===== src/hdl/tcp_segment_checksum_macros.svh =====
// Assertion macros for the TCP segment checksum block.
// Taken in by the RTL files that carry concurrent assertions; expects clk and rst in scope.
`ifndef TCP_SEGMENT_CHECKSUM_MACROS_SVH
`define TCP_SEGMENT_CHECKSUM_MACROS_SVH

// Property that must hold at every clock edge outside reset.
`define TSC_ASSERT_ALWAYS(label, prop, msg) \
  label: assert property (@(posedge clk) disable iff (rst) (prop)) else $error(msg);

// Consequent that must hold in the cycle after the antecedent.
`define TSC_ASSERT_NEXT(label, ante, cons, msg) \
  label: assert property (@(posedge clk) disable iff (rst) (ante) |=> (cons)) else $error(msg);

`endif


===== src/hdl/tsc_pkg.sv =====
// Shared types, constants and the ones' complement fold helper for the TCP segment checksum block.
// No dependencies; used by every module under hdl.
package tsc_pkg;

  localparam int MAX_PAYLOAD = 2048;
  localparam int COUNT_W     = $clog2(MAX_PAYLOAD + 1);
  localparam int SUM_W       = 19;   // room for up to eight 16-bit words

  localparam logic [15:0] HDR_LEN        = 16'd20;
  localparam logic [15:0] PROTO_TCP      = 16'd6;
  localparam logic [7:0]  DATA_OFFSET_HI = 8'h50;

  localparam int CFG_INDEX_W = 8;
  localparam int CFG_DATA_W  = 32;

  localparam logic [CFG_INDEX_W-1:0] REG_SRC_ADDR = 8'd0;
  localparam logic [CFG_INDEX_W-1:0] REG_DST_ADDR = 8'd1;
  localparam logic [CFG_INDEX_W-1:0] REG_SRC_PORT = 8'd2;
  localparam logic [CFG_INDEX_W-1:0] REG_DST_PORT = 8'd3;

  // One item after the input register, header words already summed.
  typedef struct packed {
    logic [15:0] hdr_sum;
    logic [7:0]  payload_byte;
    logic        byte_present;
    logic        first_item;
    logic        last_item;
  } tsc_item_t;

  // Fold a multi-word sum into a 16-bit end-around-carry value.
  // Zero stays zero; any nonzero sum lands in 1..0xffff.
  function automatic logic [15:0] csum_fold(input logic [SUM_W-1:0] s);
    logic [16:0] t;
    t = 17'(s[15:0]) + 17'(s[SUM_W-1:16]);
    return t[15:0] + 16'(t[16]);
  endfunction

endpackage


===== src/hdl/tsc_cfg_regs.sv =====
// Configuration registers and the registered sum of their words and the protocol number.
// Depends on tsc_pkg.
module tsc_cfg_regs (
  input  logic                              clk,
  input  logic                              rst,
  input  logic                              cfg_write,
  input  logic [tsc_pkg::CFG_INDEX_W-1:0]   cfg_index,
  input  logic [tsc_pkg::CFG_DATA_W-1:0]    cfg_data,
  output logic [15:0]                       cfg_sum
);

  logic [31:0] source_address;
  logic [31:0] destination_address;
  logic [15:0] source_port;
  logic [15:0] destination_port;
  logic [tsc_pkg::SUM_W-1:0] raw_sum;

  always_ff @(posedge clk) begin
    if (rst) begin
      source_address      <= '0;
      destination_address <= '0;
      source_port         <= '0;
      destination_port    <= '0;
    end else if (cfg_write) begin
      unique case (cfg_index)
        tsc_pkg::REG_SRC_ADDR: source_address      <= cfg_data;
        tsc_pkg::REG_DST_ADDR: destination_address <= cfg_data;
        tsc_pkg::REG_SRC_PORT: source_port         <= cfg_data[15:0];
        tsc_pkg::REG_DST_PORT: destination_port    <= cfg_data[15:0];
        default: ;
      endcase
    end
  end

  // Constant part of the pseudo header and header: addresses, protocol, ports.
  assign raw_sum = tsc_pkg::SUM_W'(source_address[31:16])
                 + tsc_pkg::SUM_W'(source_address[15:0])
                 + tsc_pkg::SUM_W'(destination_address[31:16])
                 + tsc_pkg::SUM_W'(destination_address[15:0])
                 + tsc_pkg::SUM_W'(source_port)
                 + tsc_pkg::SUM_W'(destination_port)
                 + tsc_pkg::SUM_W'(tsc_pkg::PROTO_TCP);

  always_ff @(posedge clk) begin
    if (rst) begin
      cfg_sum <= '0;
    end else begin
      cfg_sum <= tsc_pkg::csum_fold(raw_sum);
    end
  end

endmodule


===== src/hdl/tsc_in_stage.sv =====
// Input register: one transaction per cycle unless stalled; pre-sums the header words.
// Depends on tsc_pkg.
module tsc_in_stage (
  input  logic                clk,
  input  logic                rst,
  input  logic                in_valid,
  output logic                in_ready,
  input  logic [31:0]         sequence_number,
  input  logic [31:0]         ack_number,
  input  logic [7:0]          tcp_flags,
  input  logic [15:0]         window_size,
  input  logic [7:0]          payload_byte,
  input  logic                byte_present,
  input  logic                first_item,
  input  logic                last_item,
  output logic                item_valid,
  input  logic                item_ready,
  output tsc_pkg::tsc_item_t  item
);

  logic [tsc_pkg::SUM_W-1:0] hdr_raw;

  assign in_ready = !item_valid || item_ready;

  assign hdr_raw = tsc_pkg::SUM_W'(sequence_number[31:16])
                 + tsc_pkg::SUM_W'(sequence_number[15:0])
                 + tsc_pkg::SUM_W'(ack_number[31:16])
                 + tsc_pkg::SUM_W'(ack_number[15:0])
                 + tsc_pkg::SUM_W'({tsc_pkg::DATA_OFFSET_HI, tcp_flags})
                 + tsc_pkg::SUM_W'(window_size);

  always_ff @(posedge clk) begin
    if (rst) begin
      item_valid <= 1'b0;
    end else if (in_ready) begin
      item_valid <= in_valid;
    end
  end

  always_ff @(posedge clk) begin
    if (in_valid && in_ready) begin
      item.hdr_sum      <= tsc_pkg::csum_fold(hdr_raw);
      item.payload_byte <= payload_byte;
      item.byte_present <= byte_present;
      item.first_item   <= first_item;
      item.last_item    <= last_item;
    end
  end

endmodule


===== src/hdl/tsc_accum.sv =====
// Segment state update and result register for the TCP segment checksum block.
// Depends on tsc_pkg and tcp_segment_checksum_macros.svh.
`include "tcp_segment_checksum_macros.svh"

module tsc_accum (
  input  logic                              clk,
  input  logic                              rst,
  input  logic                              item_valid,
  output logic                              item_ready,
  input  tsc_pkg::tsc_item_t                item,
  input  logic [15:0]                       cfg_sum,
  output logic                              out_valid,
  input  logic                              out_ready,
  output logic [15:0]                       checksum,
  output logic [tsc_pkg::COUNT_W-1:0]       payload_length,
  output logic                              too_long
);

  logic [15:0]                 running_sum;
  logic [7:0]                  held_high_byte;
  logic                        odd_position;
  logic [tsc_pkg::COUNT_W-1:0] byte_count;
  logic                        overflow_seen;

  logic [15:0]                 base_sum;
  logic [7:0]                  base_held;
  logic                        base_odd;
  logic [tsc_pkg::COUNT_W-1:0] base_count;
  logic                        base_ovf;
  logic [15:0]                 hdr_word;
  logic                        take;
  logic [15:0]                 pair_word;
  logic [15:0]                 tail_word;
  logic [15:0]                 len_word;
  logic [15:0]                 running_sum_next;
  logic [7:0]                  held_high_byte_next;
  logic                        odd_position_next;
  logic [tsc_pkg::COUNT_W-1:0] byte_count_next;
  logic                        overflow_seen_next;
  logic [15:0]                 end_sum;
  logic                        advance;

  assign item_ready = !item.last_item || !out_valid || out_ready;
  assign advance    = item_valid && item_ready;

  always_comb begin
    // A start drops whatever segment was running.
    base_sum   = item.first_item ? 16'd0 : running_sum;
    base_held  = item.first_item ? 8'd0 : held_high_byte;
    base_odd   = item.first_item ? 1'b0 : odd_position;
    base_count = item.first_item ? '0 : byte_count;
    base_ovf   = item.first_item ? 1'b0 : overflow_seen;
    hdr_word   = item.first_item ? item.hdr_sum : 16'd0;

    take = item.byte_present && (base_count < tsc_pkg::COUNT_W'(tsc_pkg::MAX_PAYLOAD));
    pair_word = (take && base_odd) ? {base_held, item.payload_byte} : 16'd0;

    overflow_seen_next  = base_ovf || (item.byte_present && !take);
    byte_count_next     = take ? base_count + 1'b1 : base_count;
    odd_position_next   = take ? !base_odd : base_odd;
    held_high_byte_next = take ? (base_odd ? 8'd0 : item.payload_byte) : base_held;

    running_sum_next = tsc_pkg::csum_fold(tsc_pkg::SUM_W'(base_sum)
                                        + tsc_pkg::SUM_W'(hdr_word)
                                        + tsc_pkg::SUM_W'(pair_word));

    // Pad an odd final byte, then add the constant words and the TCP length.
    tail_word = odd_position_next ? {held_high_byte_next, 8'd0} : 16'd0;
    len_word  = tsc_pkg::HDR_LEN + 16'(byte_count_next);
    end_sum   = tsc_pkg::csum_fold(tsc_pkg::SUM_W'(base_sum)
                                 + tsc_pkg::SUM_W'(hdr_word)
                                 + tsc_pkg::SUM_W'(pair_word)
                                 + tsc_pkg::SUM_W'(tail_word)
                                 + tsc_pkg::SUM_W'(cfg_sum)
                                 + tsc_pkg::SUM_W'(len_word));
  end

  always_ff @(posedge clk) begin
    if (rst) begin
      running_sum    <= '0;
      held_high_byte <= '0;
      odd_position   <= 1'b0;
      byte_count     <= '0;
      overflow_seen  <= 1'b0;
    end else if (advance) begin
      if (item.last_item) begin
        running_sum    <= '0;
        held_high_byte <= '0;
        odd_position   <= 1'b0;
        byte_count     <= '0;
        overflow_seen  <= 1'b0;
      end else begin
        running_sum    <= running_sum_next;
        held_high_byte <= held_high_byte_next;
        odd_position   <= odd_position_next;
        byte_count     <= byte_count_next;
        overflow_seen  <= overflow_seen_next;
      end
    end
  end

  always_ff @(posedge clk) begin
    if (rst) begin
      out_valid <= 1'b0;
    end else if (advance && item.last_item) begin
      out_valid <= 1'b1;
    end else if (out_ready) begin
      out_valid <= 1'b0;
    end
  end

  always_ff @(posedge clk) begin
    if (advance && item.last_item) begin
      checksum       <= ~end_sum;
      payload_length <= byte_count_next;
      too_long       <= overflow_seen_next;
    end
  end

  `TSC_ASSERT_ALWAYS(a_parity, odd_position == byte_count[0], "held byte out of step with count")
  `TSC_ASSERT_ALWAYS(a_ovf_full, !overflow_seen || (byte_count == tsc_pkg::COUNT_W'(tsc_pkg::MAX_PAYLOAD)), "overflow flagged before count is full")
  `TSC_ASSERT_NEXT(a_result, advance && item.last_item, out_valid, "last transaction gave no result")
  `TSC_ASSERT_NEXT(a_clear, advance && item.last_item, (running_sum == 16'd0) && (byte_count == '0) && !overflow_seen, "segment state not cleared after end")

endmodule


===== src/hdl/tcp_segment_checksum.sv =====
// Top level of the TCP segment checksum block.
// Depends on tsc_pkg, tsc_cfg_regs, tsc_in_stage and tsc_accum.
//
// Computes the TCP checksum of one segment over the IPv4 pseudo header, a 20-byte
// option-less TCP header and the payload, which arrives one byte per input transaction.
// A transaction with first_item set samples sequence_number, ack_number, tcp_flags and
// window_size and restarts the sum (dropping any segment in progress); byte_present
// marks a valid payload_byte; last_item closes the segment and yields exactly one
// result transaction with the complemented sum (high byte goes first on the wire),
// the payload byte count and a too_long flag. Bytes beyond 2048 are not summed and
// set too_long. Bytes pair big-endian; an odd last byte is padded with zero.
// Rate: one input transaction per clock, sustained across segment ends unless stalled.
// The last_item transaction is first loaded into the input register, where the sampled
// header words are pre-summed; the state update stage then loads the result register
// and raises out_valid. The only stall is a last_item transaction meeting a full
// result register whose result is not being taken; out_ready then reaches in_ready
// through the input register's ready logic in the same cycle.
// Configuration registers (0 source_address, 1 destination_address, 2 source_port,
// 3 destination_port) are written with cfg_write; indexes beyond 3 are ignored.
// Their values are folded into a registered sum and used when a segment ends, so
// write them while the block is idle.
module tcp_segment_checksum (
  input  logic                              clk,
  input  logic                              rst,
  // configuration write port
  input  logic                              cfg_write,
  input  logic [tsc_pkg::CFG_INDEX_W-1:0]   cfg_index,
  input  logic [tsc_pkg::CFG_DATA_W-1:0]    cfg_data,
  // input channel
  input  logic                              in_valid,
  output logic                              in_ready,
  input  logic [31:0]                       sequence_number,
  input  logic [31:0]                       ack_number,
  input  logic [7:0]                        tcp_flags,
  input  logic [15:0]                       window_size,
  input  logic [7:0]                        payload_byte,
  input  logic                              byte_present,
  input  logic                              first_item,
  input  logic                              last_item,
  // result channel
  output logic                              out_valid,
  input  logic                              out_ready,
  output logic [15:0]                       checksum,
  output logic [tsc_pkg::COUNT_W-1:0]       payload_length,
  output logic                              too_long
);

  logic               item_valid;
  logic               item_ready;
  tsc_pkg::tsc_item_t item;
  logic [15:0]        cfg_sum;

  // Hold the address and port words as one precomputed partial sum.
  tsc_cfg_regs u_cfg (
    .clk       (clk),
    .rst       (rst),
    .cfg_write (cfg_write),
    .cfg_index (cfg_index),
    .cfg_data  (cfg_data),
    .cfg_sum   (cfg_sum)
  );

  // Register each accepted transaction; sum its header words on the way in.
  tsc_in_stage u_in (
    .clk             (clk),
    .rst             (rst),
    .in_valid        (in_valid),
    .in_ready        (in_ready),
    .sequence_number (sequence_number),
    .ack_number      (ack_number),
    .tcp_flags       (tcp_flags),
    .window_size     (window_size),
    .payload_byte    (payload_byte),
    .byte_present    (byte_present),
    .first_item      (first_item),
    .last_item       (last_item),
    .item_valid      (item_valid),
    .item_ready      (item_ready),
    .item            (item)
  );

  // Advance the segment state and load the result register at segment end.
  tsc_accum u_accum (
    .clk            (clk),
    .rst            (rst),
    .item_valid     (item_valid),
    .item_ready     (item_ready),
    .item           (item),
    .cfg_sum        (cfg_sum),
    .out_valid      (out_valid),
    .out_ready      (out_ready),
    .checksum       (checksum),
    .payload_length (payload_length),
    .too_long       (too_long)
  );

endmodule

===== config.mk =====
export PLATFORM = sky130hd
export DESIGN_NAME = tcp_segment_checksum
export DESIGN_NICKNAME = d
export VERILOG_FILES = /design/src/hdl/tsc_pkg.sv /design/src/hdl/tsc_cfg_regs.sv /design/src/hdl/tsc_in_stage.sv /design/src/hdl/tsc_accum.sv /design/src/hdl/tcp_segment_checksum.sv
export VERILOG_INCLUDE_DIRS = /design/src /design/src/hdl
export SDC_FILE = /design/constraint.sdc
export NUM_CORES = 1
export LEC_CHECK = 0
export BUFFER_PORTS_ARGS = -buffer_cell sky130_fd_sc_hd__buf_4
export CELL_PAD_IN_SITES_DETAIL_PLACEMENT = 0
export CELL_PAD_IN_SITES_GLOBAL_PLACEMENT = 1
export CORE_AREA = 2 2 202 204
export CTS_CLUSTER_SIZE = 16
export DETAILED_ROUTE_END_ITERATION = 16
export DIE_AREA = 0 0 204 206
export PLACE_DENSITY_LB_ADDON = 0.1
export SYNTH_ARGS = -nofsm -noshare
export SYNTH_HDL_FRONTEND = slang
export SYNTH_HIERARCHICAL = 1
export SYNTH_SLANG_ARGS = --single-unit
export TNS_END_PERCENT = 5

===== constraint.sdc =====
create_clock -name clk -period 11.6 [get_ports clk]
set_input_delay 2.32 -clock clk [delete_from_list [all_inputs] [get_ports clk]]
set_output_delay 2.32 -clock clk [all_outputs]
set_load 0.01 [all_outputs]

=== Yosys cells after proc, flatten, opt, wreduce, memory -nomap -nowiden ===
Cells that the tools add are included.

* Logic and storage cells: 91
* Bits in registers: 208
* Bits of input ports: 144
* Output and inout bits: 31

* Order comparisons: 1
* Bitwise operators: 1
* Reduce and logical (&&, ||, !) cells: 21
* Eq/ne operators: 3
* Add/sub/neg operators: 26
* Muxes and demuxes: 19

{| class="wikitable"
|+ Operators by type and width
! cell !! count
|-
| 19-bit by 16-bit adder with 19-bit output || 11
|-
| 16-bit two-way mux || 5
|-
| 16-bit by 3-bit adder with 17-bit output || 4
|-
| 16-bit by 1-bit adder with 16-bit output || 4
|-
| 16-bit by 16-bit adder with 17-bit output || 3
|-
| 12-bit two-way mux || 3
|-
| 8-bit two-way mux || 4
|-
| 19-bit by 15-bit adder with 19-bit output || 1
|-
| 19-bit by 3-bit adder with 19-bit output (second input constant) || 1
|-
| 8-bit by 2-bit equality test with 1-bit output (second input constant) || 2
|-
| 16-bit NOT || 1
|-
| 5-bit by 12-bit adder with 13-bit output (first input constant) || 1
|-
| 12-bit by 1-bit adder with 12-bit output (second input constant) || 1
|-
| 12-bit < comparator (second input constant) || 1
|-
| 8-bit by 1-bit equality test with 1-bit output (second input constant) || 1
|-
| 8-bit zero test || 1
|-
| 2-bit AND reduction || 4
|-
| 1-bit two-way mux || 7
|-
| 1-bit logical AND || 6
|-
| 1-bit zero test || 5
|-
| 1-bit logical OR || 4
|-
| 2-bit nonzero test || 1
|}

=== Longest topological paths before layout ===
Gate-level depths: netlist (run 1).

* Word-level depth: 12
* Depth in mapped cells: 49
* Gate-level depth less buffers: 47

=== Cells and area by module ===
Netlist (run 1), hierarchy kept.

{| class="wikitable"
|+ Modules (own cells, without submodules)
! module !! cells each !! seq. area each (µm²) !! area an instance (µm²) !! instances
|-
| tsc_cfg_regs || 891 || 2242.2 || 7253.2 || 1
|-
| tsc_accum || 782 || 1651.6 || 6725.2 || 1
|-
| tsc_in_stage || 467 || 830.8 || 4449.3 || 1
|}

=== Worst setup path after synthesis (run 1) ===
No wires, ideal clock.

* Path kind: reg-to-reg
* Start point: register, netlist name u_in/item[1]
* End point: register u_accum.checksum[15] (data pin)
* Clock period less this slack: 9.458 ns
* Required time: 11.331 ns
* Slack: 2.142 ns
* Setup time: 0.269 ns
* Buffers on the path: 1
* Arrival time: 9.189 ns
* Stages on the path, launching flop included: 48
* Cell sequence: edfxtp_1 -> clkbuf_1 -> clkinv_1 -> nand2_1 -> inv_1 -> ha_1 -> and2_1 -> fa_1 -> ha_1 -> inv_1 -> fa_1 -> nand2b_2 -> a21oi_2 -> xor2_1 -> inv_1 -> fa_1 -> inv_1 -> ha_1 -> [12 not listed] -> fa_1 -> nor2b_1 -> o21ai_0 -> nor2b_1 -> nand3_1 -> nor3_1 -> nand2_1 -> nor3_1 -> ha_1 -> nand2b_1 -> nor2_1 -> nand2_1 -> nor2_1 -> nand3_1 -> nor3b_1 -> nand3_1 -> a21oi_1 -> xor2_1

* Cells in the longest elaborated chain, start to end: 12
* Elaborated cells between the ends (all ways): 25
* Those cells by class: 9 x add/sub; 1 x order compare; 11 x mux; 1 x bitwise; 3 x reduce/logical

{| class="wikitable"
|+ RTL lines
! what !! RTL line !! source
|-
| 12-bit two-way mux || tsc_accum.sv:51 || <nowiki>base_count = item.first_item ? '0 : byte_count;</nowiki>
|-
| 12-bit < comparator || tsc_accum.sv:55 || <nowiki>take = item.byte_present && (base_count < tsc_pkg::COUNT_W'(tsc_pkg::MAX_PAYLOAD));</nowiki>
|-
| 1-bit logical AND || tsc_accum.sv:55 ||
|-
| 1-bit logical AND || tsc_accum.sv:56 || <nowiki>pair_word = (take && base_odd) ? {base_held, item.payload_byte} : 16'd0;</nowiki>
|-
| 16-bit two-way mux || tsc_accum.sv:56 ||
|-
| 19-bit by 16-bit adder with 19-bit output || tsc_accum.sv:72 || <nowiki>+ tsc_pkg::SUM_W'(pair_word)</nowiki>
|-
| 19-bit by 16-bit adder with 19-bit output || tsc_accum.sv:73 || <nowiki>+ tsc_pkg::SUM_W'(tail_word)</nowiki>
|-
| 19-bit by 16-bit adder with 19-bit output || tsc_accum.sv:74 || <nowiki>+ tsc_pkg::SUM_W'(cfg_sum)</nowiki>
|-
| 19-bit by 16-bit adder with 19-bit output * || tsc_accum.sv:75 || <nowiki>+ tsc_pkg::SUM_W'(len_word));</nowiki>
|-
| 16-bit by 3-bit adder with 17-bit output * || tsc_pkg.sv:34 || <nowiki>t = 17'(s[15:0]) + 17'(s[SUM_W-1:16]);</nowiki>
|-
| 16-bit by 1-bit adder with 16-bit output * || tsc_pkg.sv:35 || <nowiki>return t[15:0] + 16'(t[16]);</nowiki>
|-
| 16-bit NOT * || tsc_accum.sv:114 || <nowiki>checksum <= ~end_sum;</nowiki>
|-
| end signal, assigned || tsc_accum.sv:114 ||
|-
| end, declared || tsc_accum.sv:14 || <nowiki>output logic [15:0] checksum,</nowiki>
|}

Every way passes the cells marked *; elsewhere a longest branch is shown, timed or not.
A chain may end at the register's enable or synchronous reset.

=== Worst setup path in the final report (run 1) ===
* Start point: register, netlist name u_in/item[1]
* End point: register u_accum.checksum[15] (data pin)

* Cells in the longest elaborated chain, start to end: 12
* Elaborated cells between the ends (all ways): 25
* Those cells by class: 9 x add/sub; 1 x order compare; 11 x mux; 1 x bitwise; 3 x reduce/logical

{| class="wikitable"
|+ RTL lines
! what !! RTL line
|-
| 12-bit two-way mux || tsc_accum.sv:51
|-
| 12-bit < comparator || tsc_accum.sv:55
|-
| 1-bit logical AND || tsc_accum.sv:55
|-
| 1-bit logical AND || tsc_accum.sv:56
|-
| 16-bit two-way mux || tsc_accum.sv:56
|-
| 19-bit by 16-bit adder with 19-bit output || tsc_accum.sv:72
|-
| 19-bit by 16-bit adder with 19-bit output || tsc_accum.sv:73
|-
| 19-bit by 16-bit adder with 19-bit output || tsc_accum.sv:74
|-
| 19-bit by 16-bit adder with 19-bit output * || tsc_accum.sv:75
|-
| 16-bit by 3-bit adder with 17-bit output * || tsc_pkg.sv:34
|-
| 16-bit by 1-bit adder with 16-bit output * || tsc_pkg.sv:35
|-
| 16-bit NOT * || tsc_accum.sv:114
|}

Marked as above.

==> results.md, run 1 <==
- Synthesis-to-layout area growth: 14.7%
- Netlist cell types: 116
- Layout cells sized above 1: 0.133
- Fmax: 95.6 MHz
- Worst Setup Start Kind: flip-flop
- Sw Pwr: 0.00143 W
- Clock buffer count from CTS: 28
- Final hold vios: 0
- DR WL met3: 1700 um
- Minimum clock period after layout: 10.46 ns
- Rel. slew slack: 0.332
- GRT Resource Usage Total: 0.221
- Hold Path End: u_cfg/source_port[4]$_SDFFE_PP0P_
- Pre-CTS WS: 1.28 ns
- RR Endpoint: u_accum/checksum[15]$_DFFE_PP_
- Post-DP HPWL: 36400 um
- I/O Buffers: 174
- Post CTS Setup Buffer Count: 0
- Met1 WL: 21600 um
- R2R depth: 46
- Sw Share: 0.405
- Largest net degree at the start of global routing: 86
- Die H: 206 um
- Worst EP arrival: 10.76 ns
- Worst EP required: 11.90 ns
- Sequential-to-total area share from yosys stat: 0.256
- Post-synth ARST share: 0
- Reg-to-Reg Start: u_in/item[1]$_DFFE_PP_
- #FFs+latches synth: 208
- Area contributors post-synth: fa_1 17%, dfxtp_1 17%, edfxtp_1 9.1%
- GPL Wtd Cong: 0.933
- Clock power share: 0.251
- Largest stage delay on the critical path: 0.69 ns
- Total grt overflow: 0
- Post-route cell area: 0.0211 sq mm
- Syn Nets: 2567
- Vias in the first global route: 14312
- Sink Count: 208
- Max-cap viol count: 0
- Yosys warning count: 6
- Synth Area per Inst: 8.61 sq um
- Bufs on Longest Clock Path: 3
- Core Region: 0.0402 sq mm
- # IOs: 175
- Cell taking the most area after synthesis: fa_1
- P per Cell Area: 167 mW/mm^2
- EDFF count, synth: 56
- CTS clk-pin slew, worst paths: 0.06 ns
- Post-CTS Hold Fix Bufs: 0
- Setup slack, reg-to-reg: 1.14 ns
- Drt pass-1 iters: 8
- Setup total negative slack: 0 ns
- Sequential share of power: 0.241
- Final worst-path setup slack: 1.14 ns
- RSZ-0062 raised after global routing: no
- Highest routed layer: met4
- Main synth FF type: dfxtp_1
- Slowest CP cell: or4b_1
- Total leakage power: 9.32 nW
- Worst skew pair latency: 0.57 ns
- CP Class: flip-flop to flip-flop
- Clk_skew: 0.0244 ns
- Worst-Margin Slew: 1.00 ns
- First-pass GRT wire length: 74300 um
- CP dominant cell by count: ha_1
- Die Footprint: 0.0420 sq mm
- Yosys top cell area share: 0.174
- Largest fanout on the critical path: 10
- CTS H-tree depth: 1
- Count of pins over their slew limit: 0
- DR vias/cell: 5.08
- Ant. Diodes: 0
- Max IR drop VDD: 0.000101 V
- Int Pwr: 0.00210 W
- Status: finished, final reports clean
- # setup viols final: 0
- CTS resizes: 0
- Hold Crit Depth: 2
- Starting Density: 0.459
- Area after DPL: 0.0202 sq mm
- Syn Std Cell Area: 0.0184 sq mm
- ANT nets after route: 0
- Root Buffer: clkbuf_16
- Post-Synthesis Cells: 2140
- Initial antenna violation count: 0
- Die width: 204 um
- Drt total wl: 45700 um
- Period utilization: 0.902
- CTS tree: built
- Vias: 14452
- 1st-iter DRT viols: 734
- DRC viols: 0
- Nets: 2719
- CP Capture Type: flip-flop
- Comb pwr share: 0.508
- DR WL/cell: 16.1 um
- Row count: 74
- DR WL met2: 20900 um
- Worst Hold Launch: u_cfg/source_port[4]$_SDFFE_PP0P_
- Hold Path Class: flip-flop to flip-flop
-- sequential cells by signal, summed over array words and instances (netlist names) --
signal and count:
u_accum/byte_count 12, u_accum/checksum 16, u_accum/held_high_byte 8, u_accum/odd_position 1, u_accum/out_valid 1, u_accum/overflow_seen 1
u_accum/payload_length 12, u_accum/running_sum 16, u_accum/too_long 1, u_cfg/cfg_sum 16, u_cfg/destination_address 32, u_cfg/destination_port 16
u_cfg/source_address 32, u_cfg/source_port 16, u_in/item 27, u_in/item_valid 1
-- how the worst max path moves through the flow --
stage / startpoint / end / slack, ns / cells past startpoint
CTS: u_in/item[1]$_DFFE_PP_ / u_accum/checksum[15]$_DFFE_PP_ / 1.24 / 45
finish: u_in/item[1]$_DFFE_PP_ / u_accum/checksum[15]$_DFFE_PP_ / 1.14 / 46
detailed placement: sequence_number[2] / u_in/item[23]$_DFFE_PP_ / 1.28 / 39
global route: u_in/item[1]$_DFFE_PP_ / u_accum/checksum[15]$_DFFE_PP_ / 0.20 / 45
floorplan: u_in/item[1]$_DFFE_PP_ / u_accum/checksum[15]$_DFFE_PP_ / 2.14 / 47
global placement: sequence_number[2] / u_in/item[23]$_DFFE_PP_ / 1.38 / 39
-- cells in the mapped netlist (all sizes together) (4+ instances only) --
| cell type | number |
|---|---|
| fa | 160 |
| o21a | 10 |
| xor2 | 54 |
| a21o | 15 |
| a22oi | 25 |
| o21ai | 51 |
| dfxtp | 152 |
| or4 | 5 |
| nand3b | 6 |
| inv | 404 |
| or3 | 15 |
| a22o | 6 |
| o2111ai | 4 |
| buf | 20 |
| nor3 | 28 |
| nor2 | 114 |
| edfxtp | 56 |
| clkbuf | 45 |
| nand3 | 53 |
| nand2b | 19 |
| a21oi | 165 |
| o211ai | 19 |
| and2 | 45 |
| ha | 123 |
| o21bai | 9 |
| nor2b | 35 |
| o211a | 6 |
| nor3b | 9 |
| and3 | 17 |
| nand4 | 17 |
| o31ai | 6 |
| nand2 | 278 |
| a211oi | 10 |
| o22ai | 5 |
| and4 | 6 |
| xnor2 | 78 |
| nor4 | 8 |
| a31oi | 7 |
-- metrics by stage --
stage                      util  hold WS, ns  instances  power, W
after global placement    0.502        0.438       2794   0.00264
final                     0.526        0.449       2844   0.00353
after CTS                 0.526        0.451       2844   0.00357
after floorplan               -        0.427       2140   0.00227
after detailed placement  0.502        0.443       2794   0.00266
after global routing      0.526        0.466       2844   0.00380
-- power groups by stage --
stage                     clock network [W]  registers, W  logic [W]
after floorplan                           0      0.000865    0.00141
after global placement                    0      0.000867    0.00177
after detailed placement                  0      0.000868    0.00179
after CTS                          0.000913      0.000854    0.00180
after global routing               0.000936      0.000856    0.00200
final                              0.000887      0.000853    0.00179
-- worst max-delay path, delay by kind of cell (launching register included) --
| kind | cells | cell delay (ns) |
|---|---|---|
| buffers and inverters | 6 | 0.60 |
| and+or+nand+nor | 21 | 4.64 |
| AOI/OAI and AO/OA | 8 | 1.26 |
| xor gates and xnor gates | 2 | 0.24 |
| DFF | 1 | 0.41 |
| adders and majority gates | 9 | 3.00 |
-- cell usage in the layout (no fill, tap or decap), types with 6 or more instances in the layout --
| cell | n |
|---|---|
| a21o_1 | 15 |
| a21oi_1 | 159 |
| a22o_1 | 6 |
| a22oi_1 | 25 |
| and2_1 | 43 |
| and3_1 | 11 |
| buf_4 | 188 |
| clkbuf_16 | 29 |
| dfxtp_1 | 152 |
| edfxtp_1 | 56 |
| fa_1 | 160 |
| ha_1 | 123 |
| inv_1 | 402 |
| nand2_1 | 277 |
| nand2b_1 | 18 |
| nand3_1 | 51 |
| nand4_1 | 15 |
| nor2_1 | 108 |
| nor2b_1 | 34 |
| nor3_1 | 25 |
| nor3b_1 | 7 |
| o211ai_1 | 19 |
| o21a_1 | 9 |
| o21ai_0 | 40 |
| o21ai_1 | 9 |
| o21bai_1 | 8 |
| o31ai_1 | 6 |
| or3_1 | 15 |
| xnor2_1 | 73 |
| xor2_1 | 52 |
-- kinds of logic after synthesis --
| kind of cell | after synthesis | share of synthesized area |
|---|---|---|
| AO/OA/AOI/OAI | 369 | 0.133 |
| XOR/XNOR | 132 | 0.0668 |
| adder cells (fa/ha/maj) | 284 | 0.258 |
| buffers and inverters | 471 | 0.100 |
| flip-flops | 208 | 0.256 |
| multiplexers | 3 | 0.00177 |
| AND/OR/NAND/NOR | 673 | 0.184 |
-- layer usage --
metal  up-vias  track usage
met2       264        0.363
met1      6877        0.302
li1       7235            -
met4         0       0.0735
met3        76       0.0287
met5         -            0
-- final cells by class --
class	count	area [sq um]
Clock inverter	13	153
Sequential cell	208	4720
Fill cell	3909	19000
Clock buffer	37	796
Tap cell	532	666
Timing Repair Buffer	188	1410
Inverter	405	1520
Multi-Input combinational cell	1461	11900
(Power assumes the default switching activity.)
==> run 2, diff against run 1 <==
--- a/config.mk
+++ b/config.mk
@@ -9,10 +9,10 @@
 export BUFFER_PORTS_ARGS = -buffer_cell sky130_fd_sc_hd__buf_4
 export CELL_PAD_IN_SITES_DETAIL_PLACEMENT = 0
 export CELL_PAD_IN_SITES_GLOBAL_PLACEMENT = 1
-export CORE_AREA = 2 2 202 204
+export CORE_AREA = 2 2 195 197
 export CTS_CLUSTER_SIZE = 16
 export DETAILED_ROUTE_END_ITERATION = 16
-export DIE_AREA = 0 0 204 206
+export DIE_AREA = 0 0 197 199
 export PLACE_DENSITY_LB_ADDON = 0.1
 export SYNTH_ARGS = -nofsm -noshare
 export SYNTH_HDL_FRONTEND = slang
==> constraint.sdc (replaced) <==
create_clock -name clk -period 12.69 [get_ports clk]
set_input_delay 2.538 -clock clk [delete_from_list [all_inputs] [get_ports clk]]
set_output_delay 2.538 -clock clk [all_outputs]
set_load 0.01 [all_outputs]
==> results.md, run 2 (synthesized netlist as in run 1, its figures left out) <==
- Status: finished, final reports clean
- Core Region: 0.0371 sq mm (-7.6%)
- Period utilization: 0.880 (-0.0218)
- CTS tree: built
- Final hold vios: 0 (unchanged)
- Met1 Usage GRT: 0.312 (+0.0104)
- Row count: 71 (-4.1%)
- CP endpoint: u_accum/checksum[15]$_DFFE_PP_
- Post-CTS Hold Fix Bufs: 0 (unchanged)
- GPL Wtd Cong: 0.893 (-4.3%)
- Initial antenna violation count: 0 (unchanged)
- Worst-Margin Slew: 0.989 ns (-0.0129 ns)
- DR vias/cell: 5.17 (+1.7%)
- Largest fanout on the critical path: 16 (+6)
- Total leakage power: 9.30 nW (-0.27%)
- # IOs: 175 (unchanged)
- Setup total negative slack: 0 ns (unchanged)
- Clk_skew: 0.0148 ns (-0.00959 ns)
- Vias: 14378 (-0.51%)
- R2R depth: 46 (unchanged)
- Nets: 2715 (-0.15%)
- CP Class: flip-flop to flip-flop
- Rel. slew slack: 0.340 (+0.00859)
- RSZ-0062 raised after global routing: no
- # setup viols final: 0 (unchanged)
- GRT Max-Usage Layer: met2
- Hold_ws: 0.449 ns (-0.000450 ns)
- Largest registers: u_cfg/destination_address x32, u_cfg/source_address x32, u_in/item x27
- Worst skew pair latency: 0.57 ns (about the same)
- ANT nets after route: 0 (unchanged)
- Max-cap viol count: 0 (unchanged)
- Drt total wl: 44100 um (-3.6%)
- Total grt overflow: 0 (unchanged)
- Die H: 199 um (-3.4%)
- Worst EP arrival: 11.44 ns (+0.68 ns)
- CP startpoint: u_in/item[1]$_DFFE_PP_
- Hold Path Class: flip-flop to flip-flop
- Minimum clock period after layout: 11.16 ns (+0.706 ns)
- Synthesis-to-layout area growth: 14.0%
- 1st-iter DRT viols: 796 (+8.4%)
- Vias in the first global route: 14112 (-1.4%)
- Ant. Diodes: 0 (unchanged)
- Met2 Track Usage GR: 0.383 (+0.0199)
- CTS H-tree depth: 1 (unchanged)
- Worst EP required: 12.97 ns (+1.07 ns)
- CTS resizes: 0 (unchanged)
- RR Endpoint: u_accum/checksum[15]$_DFFE_PP_
- Slowest CP cell: edfxtp_1
- CTS clk-pin slew, worst paths: 0.07 ns (about the same)
- Filler instances: 3495 (-11%)
- Flip-flop and latch area: 0.00472 sq mm (unchanged)
- Post-route cell area: 0.0210 sq mm (-0.64%)
- Largest net degree at the start of global routing: 89 (+3.5%)
- Die Footprint: 0.0392 sq mm (-6.7%)
- Commonest cells after routing, fill and taps aside: 402 x inv_1, 277 x nand2_1, 185 x buf_4
- First-pass GRT wire length: 71700 um (-3.5%)
- P per Cell Area: 151 mW/mm^2 (-9.9%)
- Most common cell after layout, fill and taps aside: inv_1
- Met3 usage: 0.0317 (+0.00301)
- Starting Density: 0.496 (+0.0377)
- Root Buffer: clkbuf_16
- Post CTS Setup Buffer Count: 0 (unchanged)
- DR WL/cell: 15.8 um (-1.5%)
- GRT Resource Usage Total: 0.228 (+0.00728)
- Fmax: 89.6 MHz (-6.3%)
- Max IR drop VDD: 0.0000918 V (-9.1%)
- CP Capture Type: flip-flop
- I/O Buffers: 174 (unchanged)
- Layout cells sized above 1: 0.132 (-0.000636)
- Post-DP HPWL: 34700 um (-4.4%)
- Sink Count: 208 (unchanged)
- Multi-input gate area: 0.0119 sq mm (about the same)
- Die width: 197 um (-3.4%)
- Bufs on Longest Clock Path: 3 (unchanged)
- Setup slack, reg-to-reg: 1.53 ns (+0.38 ns)
- Worst Setup Start Kind: flip-flop
- DRC viols: 0 (unchanged)
- CP dominant cell by count: ha_1
- Reg-to-Reg Start: u_in/item[1]$_DFFE_PP_
- Area after DPL: 0.0201 sq mm (-0.48%)
- Largest stage delay on the critical path: 0.69 ns (about the same)
- Drt pass-1 iters: 5 (-3)
- Count of pins over their slew limit: 0 (unchanged)
- Clock buffer count from CTS: 27 (-3.6%)
[run 2: cell types whose count changed in the layout (fill, tap and decap cells not counted), sizes merged]
| cell | delta |
|---|---|
| buf | -3 |
| clkbuf | -5 |
| clkinv | +5 |
| inv | -1 |
[run 2: how the worst min path moves through the flow]
stage / slack (ns) / end / cells past startpoint / from
after global placement: 0.44 / u_cfg/source_port[5]$_SDFFE_PP0P_ / 2 / u_cfg/source_port[5]$_SDFFE_PP0P_
after CTS: 0.45 / u_cfg/destination_address[4]$_SDFFE_PP0P_ / 2 / u_cfg/destination_address[4]$_SDFFE_PP0P_
after floorplan: 0.43 / u_accum/running_sum[0]$_SDFFE_PP0P_ / 2 / u_accum/running_sum[0]$_SDFFE_PP0P_
after detailed placement: 0.44 / u_cfg/destination_port[12]$_SDFFE_PP0P_ / 2 / u_cfg/destination_port[12]$_SDFFE_PP0P_
after global routing: 0.47 / u_cfg/destination_port[4]$_SDFFE_PP0P_ / 2 / u_cfg/destination_port[4]$_SDFFE_PP0P_
final: 0.45 / u_cfg/source_port[5]$_SDFFE_PP0P_ / 2 / u_cfg/source_port[5]$_SDFFE_PP0P_
[run 2: layout make-up]
cell class                 instances  area share
clock inverter                    17     0.00882
sequential                       208       0.225
clock buffer                      32      0.0345
timing repair buffer             185      0.0661
inverter                         405      0.0724
multi-input combinational       1461       0.565
tap                              474      0.0282
[run 2: layer usage]
| metal | part of all wire | wire [um] | vias up |
|---|---|---|---|
| met5 | 0 | 0 | - |
| met4 | 0.021 | 915 | 0 |
| met3 | 0.044 | 1940 | 65 |
| met2 | 0.47 | 20500 | 293 |
| met1 | 0.47 | 20700 | 6783 |
| li1 | - | - | 7237 |
[run 2: stage by stage]
stage | worst slack, ns | util | std cells | total power (W)
floorplan | 3.23 | - | 2140 | 0.00208
global placement | 1.94 | 0.541 | 2733 | 0.00239
detailed placement | 1.70 | 0.541 | 2733 | 0.00240
CTS | 1.66 | 0.566 | 2782 | 0.00320
global route | 0.575 | 0.566 | 2782 | 0.00342
finish | 1.53 | 0.566 | 2782 | 0.00316
[run 2: worst max-delay path: cells and delay by family (launching register included)]
kind | cells | cell delay (ns)
fa+ha+maj | 10 | 3.15
compound gates | 10 | 1.97
flops | 1 | 0.69
xor+xnor | 3 | 0.78
simple gates | 17 | 3.38
buf+inv | 6 | 0.88
[run 2: power breakdown]
| part | switching [W] | leakage (nW) | internal (W) |
|---|---|---|---|
| sequential | 0.0000157 | 1.77 | 0.000766 |
| combinational | 0.000953 | 7.08 | 0.000649 |
| clock | 0.000311 | 0.446 | 0.000470 |
| total | 0.00128 | 9.30 | 0.00188 |
==> run 3, diff against run 2 <==
--- a/config.mk
+++ b/config.mk
@@ -10,9 +10,11 @@
 export CELL_PAD_IN_SITES_DETAIL_PLACEMENT = 0
 export CELL_PAD_IN_SITES_GLOBAL_PLACEMENT = 1
 export CORE_AREA = 2 2 195 197
+export CTS_BUF_LIST = sky130_fd_sc_hd__clkbuf_16
 export CTS_CLUSTER_SIZE = 16
 export DETAILED_ROUTE_END_ITERATION = 16
 export DIE_AREA = 0 0 197 199
+export GPL_TIMING_DRIVEN = 0
 export PLACE_DENSITY_LB_ADDON = 0.1
 export SYNTH_ARGS = -nofsm -noshare
 export SYNTH_HDL_FRONTEND = slang
==> results.md, run 3 (synthesized netlist as in run 1, its figures left out) <==
- Largest net degree at the start of global routing: 28 (-69%)
- Layout cells sized above 1: 0.127 (-0.00545)
- Worst Setup Start Kind: flip-flop
- Final hold vios: 0 (unchanged)
- # setup viols final: 0 (unchanged)
- Bufs on Longest Clock Path: 3 (unchanged)
- Worst-Margin Slew: 1.25 ns (+0.261 ns)
- First-pass GRT wire length: 72700 um (+1.4%)
- 1st-iter DRT viols: 745 (-6.4%)
- Nets: 2769 (+2.0%)
- Largest stage delay on the critical path: 0.52 ns (-0.17 ns)
- I/O Buffers: 174 (unchanged)
- Commonest cells after routing, fill and taps aside: 405 x inv_1, 277 x nand2_1, 176 x buf_4
- DR vias/cell: 5.17 (about the same)
- Slowest CP cell: fa_1
- Ant. Diodes: 0 (unchanged)
- # IOs: 175 (unchanged)
- Worst EP required: 12.96 ns (about the same)
- Max-cap viol count: 0 (unchanged)
- Row count: 71 (unchanged)
- CTS tree: built
- R2R depth: 46 (unchanged)
- Post-layout util: 0.569 (+0.00320)
- Reg-to-Reg Start: u_in/item[1]$_DFFE_PP_
- Root Buffer: clkbuf_16
- Post-CTS Hold Fix Bufs: 0 (unchanged)
- CP startpoint: u_in/item[1]$_DFFE_PP_
- CP Capture Type: flip-flop
- Rel. slew slack: 0.166 (-0.174)
- Hold_ws: 0.449 ns (+0.000573 ns)
- RSZ-0062 raised after global routing: no
- Hold Path Class: flip-flop to flip-flop
- Most common cell after layout, fill and taps aside: inv_1
- RR Endpoint: u_accum/checksum[15]$_DFFE_PP_
- P per Cell Area: 147 mW/mm^2 (-2.4%)
- Die H: 199 um (unchanged)
- ANT nets after route: 0 (unchanged)
- Clock buffer count from CTS: 25 (-7.4%)
- Total grt overflow: 0 (unchanged)
- GRT Resource Usage Total: 0.234 (+0.00577)
- Period utilization: 0.924 (+0.0443)
- CTS clk-pin slew, worst paths: 0.06 ns (about the same)
- Core Region: 0.0371 sq mm (unchanged)
- Starting Density: 0.496 (unchanged)
- GPL Wtd Cong: 0.876 (-1.9%)
- Initial antenna violation count: 0 (unchanged)
- Die Footprint: 0.0392 sq mm (unchanged)
- Setup total negative slack: 0 ns (unchanged)
- CP endpoint: u_accum/checksum[15]$_DFFE_PP_
- Post-Layout Cell Count: 2834 (+1.9%)
- Minimum clock period after layout: 11.73 ns (+0.562 ns)
- Largest registers: u_cfg/destination_address x32, u_cfg/source_address x32, u_in/item x27
- Die width: 197 um (unchanged)
- Worst EP arrival: 11.99 ns (+0.55 ns)
- Vias: 14652 (+1.9%)
- Total leakage power: 9.35 nW (+0.59%)
- Sink Count: 208 (unchanged)
- DR WL/cell: 16.1 um (+1.5%)
- Status: finished, final reports clean
- Count of pins over their slew limit: 0 (unchanged)
- CTS H-tree depth: 1 (unchanged)
- Worst skew pair latency: 0.55 ns (-0.02 ns)
- Largest fanout on the critical path: 10 (-6)
- Post-Place Cells: 2789 (+2.0%)
- Drt pass-1 iters: 5 (unchanged)
- Clk_skew: 0.0296 ns (+0.0148 ns)
- Fmax: 85.3 MHz (-4.8%)
- Hold Crit Depth: 2 (unchanged)
- DRC viols: 0 (unchanged)
- Max IR drop VDD: 0.0000905 V (-1.5%)
- Post-DP HPWL: 37200 um (+7.0%)
- CP Class: flip-flop to flip-flop
- Drt total wl: 45600 um (+3.4%)
- Vias in the first global route: 14400 (+2.0%)
- Setup slack, reg-to-reg: 0.96 ns (-0.56 ns)
- Synthesis-to-layout area growth: 14.6%
[run 3: cell count changes in the layout (fill, tap and decap cells not counted), sizes merged]
| cell | change |
|---|---|
| bufinv | -1 |
| clkinvlp | -2 |
| buf | +10 |
| clkbuf | +38 |
| inv | +3 |
| clkinv | +3 |
| dlygate4sd1 | +1 |
[run 3: metal layers]
metal,global-route usage,up-vias,part of all wire
met4,0.0666,0,0.027
met5,0,-,0
li1,-,7338,-
met3,0.0261,59,0.040
met2,0.406,318,0.48
met1,0.309,6937,0.46
[run 3: worst min path at each step]
stage / start / endpoint / slack (ns)
2_1_floorplan: u_accum/running_sum[0]$_SDFFE_PP0P_ / u_accum/running_sum[0]$_SDFFE_PP0P_ / 0.43
3_3_place_gp: u_accum/running_sum[0]$_SDFFE_PP0P_ / u_accum/running_sum[0]$_SDFFE_PP0P_ / 0.44
3_5_place_dp: u_cfg/destination_address[6]$_SDFFE_PP0P_ / u_cfg/destination_address[6]$_SDFFE_PP0P_ / 0.44
4_1_cts: u_cfg/destination_address[6]$_SDFFE_PP0P_ / u_cfg/destination_address[6]$_SDFFE_PP0P_ / 0.45
5_1_grt: u_cfg/destination_address[11]$_SDFFE_PP0P_ / u_cfg/destination_address[11]$_SDFFE_PP0P_ / 0.47
6_report: u_cfg/destination_address[11]$_SDFFE_PP0P_ / u_cfg/destination_address[11]$_SDFFE_PP0P_ / 0.45
[run 3: critical path, delay by kind of cell, from the launching register on]
family / cells / cell delay (ns)
adders and majority gates: 9 / 3.18
AOI/OAI and AO/OA: 10 / 2.30
DFF: 1 / 0.39
xor gates and xnor gates: 3 / 0.66
buffers and inverters: 6 / 1.22
and+or+nand+nor: 18 / 3.67
[run 3: timing repair]
item                       in CTS  in global routing
setup endpoints to repair       0                  3
gates resized for setup         0                  1
setup buffers                   0                  0
[run 3: final cells by class]
cell class | count | area (sq um)
Timing Repair Buffer | 175 | 1320
Buffer | 66 | 329
Clock inverter | 20 | 141
Multi-Input combinational cell | 1461 | 11900
Clock buffer | 25 | 626
Tap cell | 474 | 593
Inverter | 405 | 1520
Sequential cell | 208 | 4720
Fill cell | 3449 | 16000
[run 3: report_power, final]
group	internal, W	switching [W]	leakage (nW)
clock	0.000396	0.000284	0.387
sequential	0.000766	0.0000141	1.77
combinational	0.000689	0.000956	7.19
[run 3: through the flow]
step | total power, W | worst slack (ns) | cell area [sq um]
after detailed placement | 0.00244 | 0.898 | 20300
after floorplan | 0.00208 | 3.23 | 18400
after global placement | 0.00240 | 0.937 | 20300
final | 0.00311 | 0.964 | 21100
after global routing | 0.00334 | 0.0294 | 21100
after CTS | 0.00313 | 0.802 | 21100
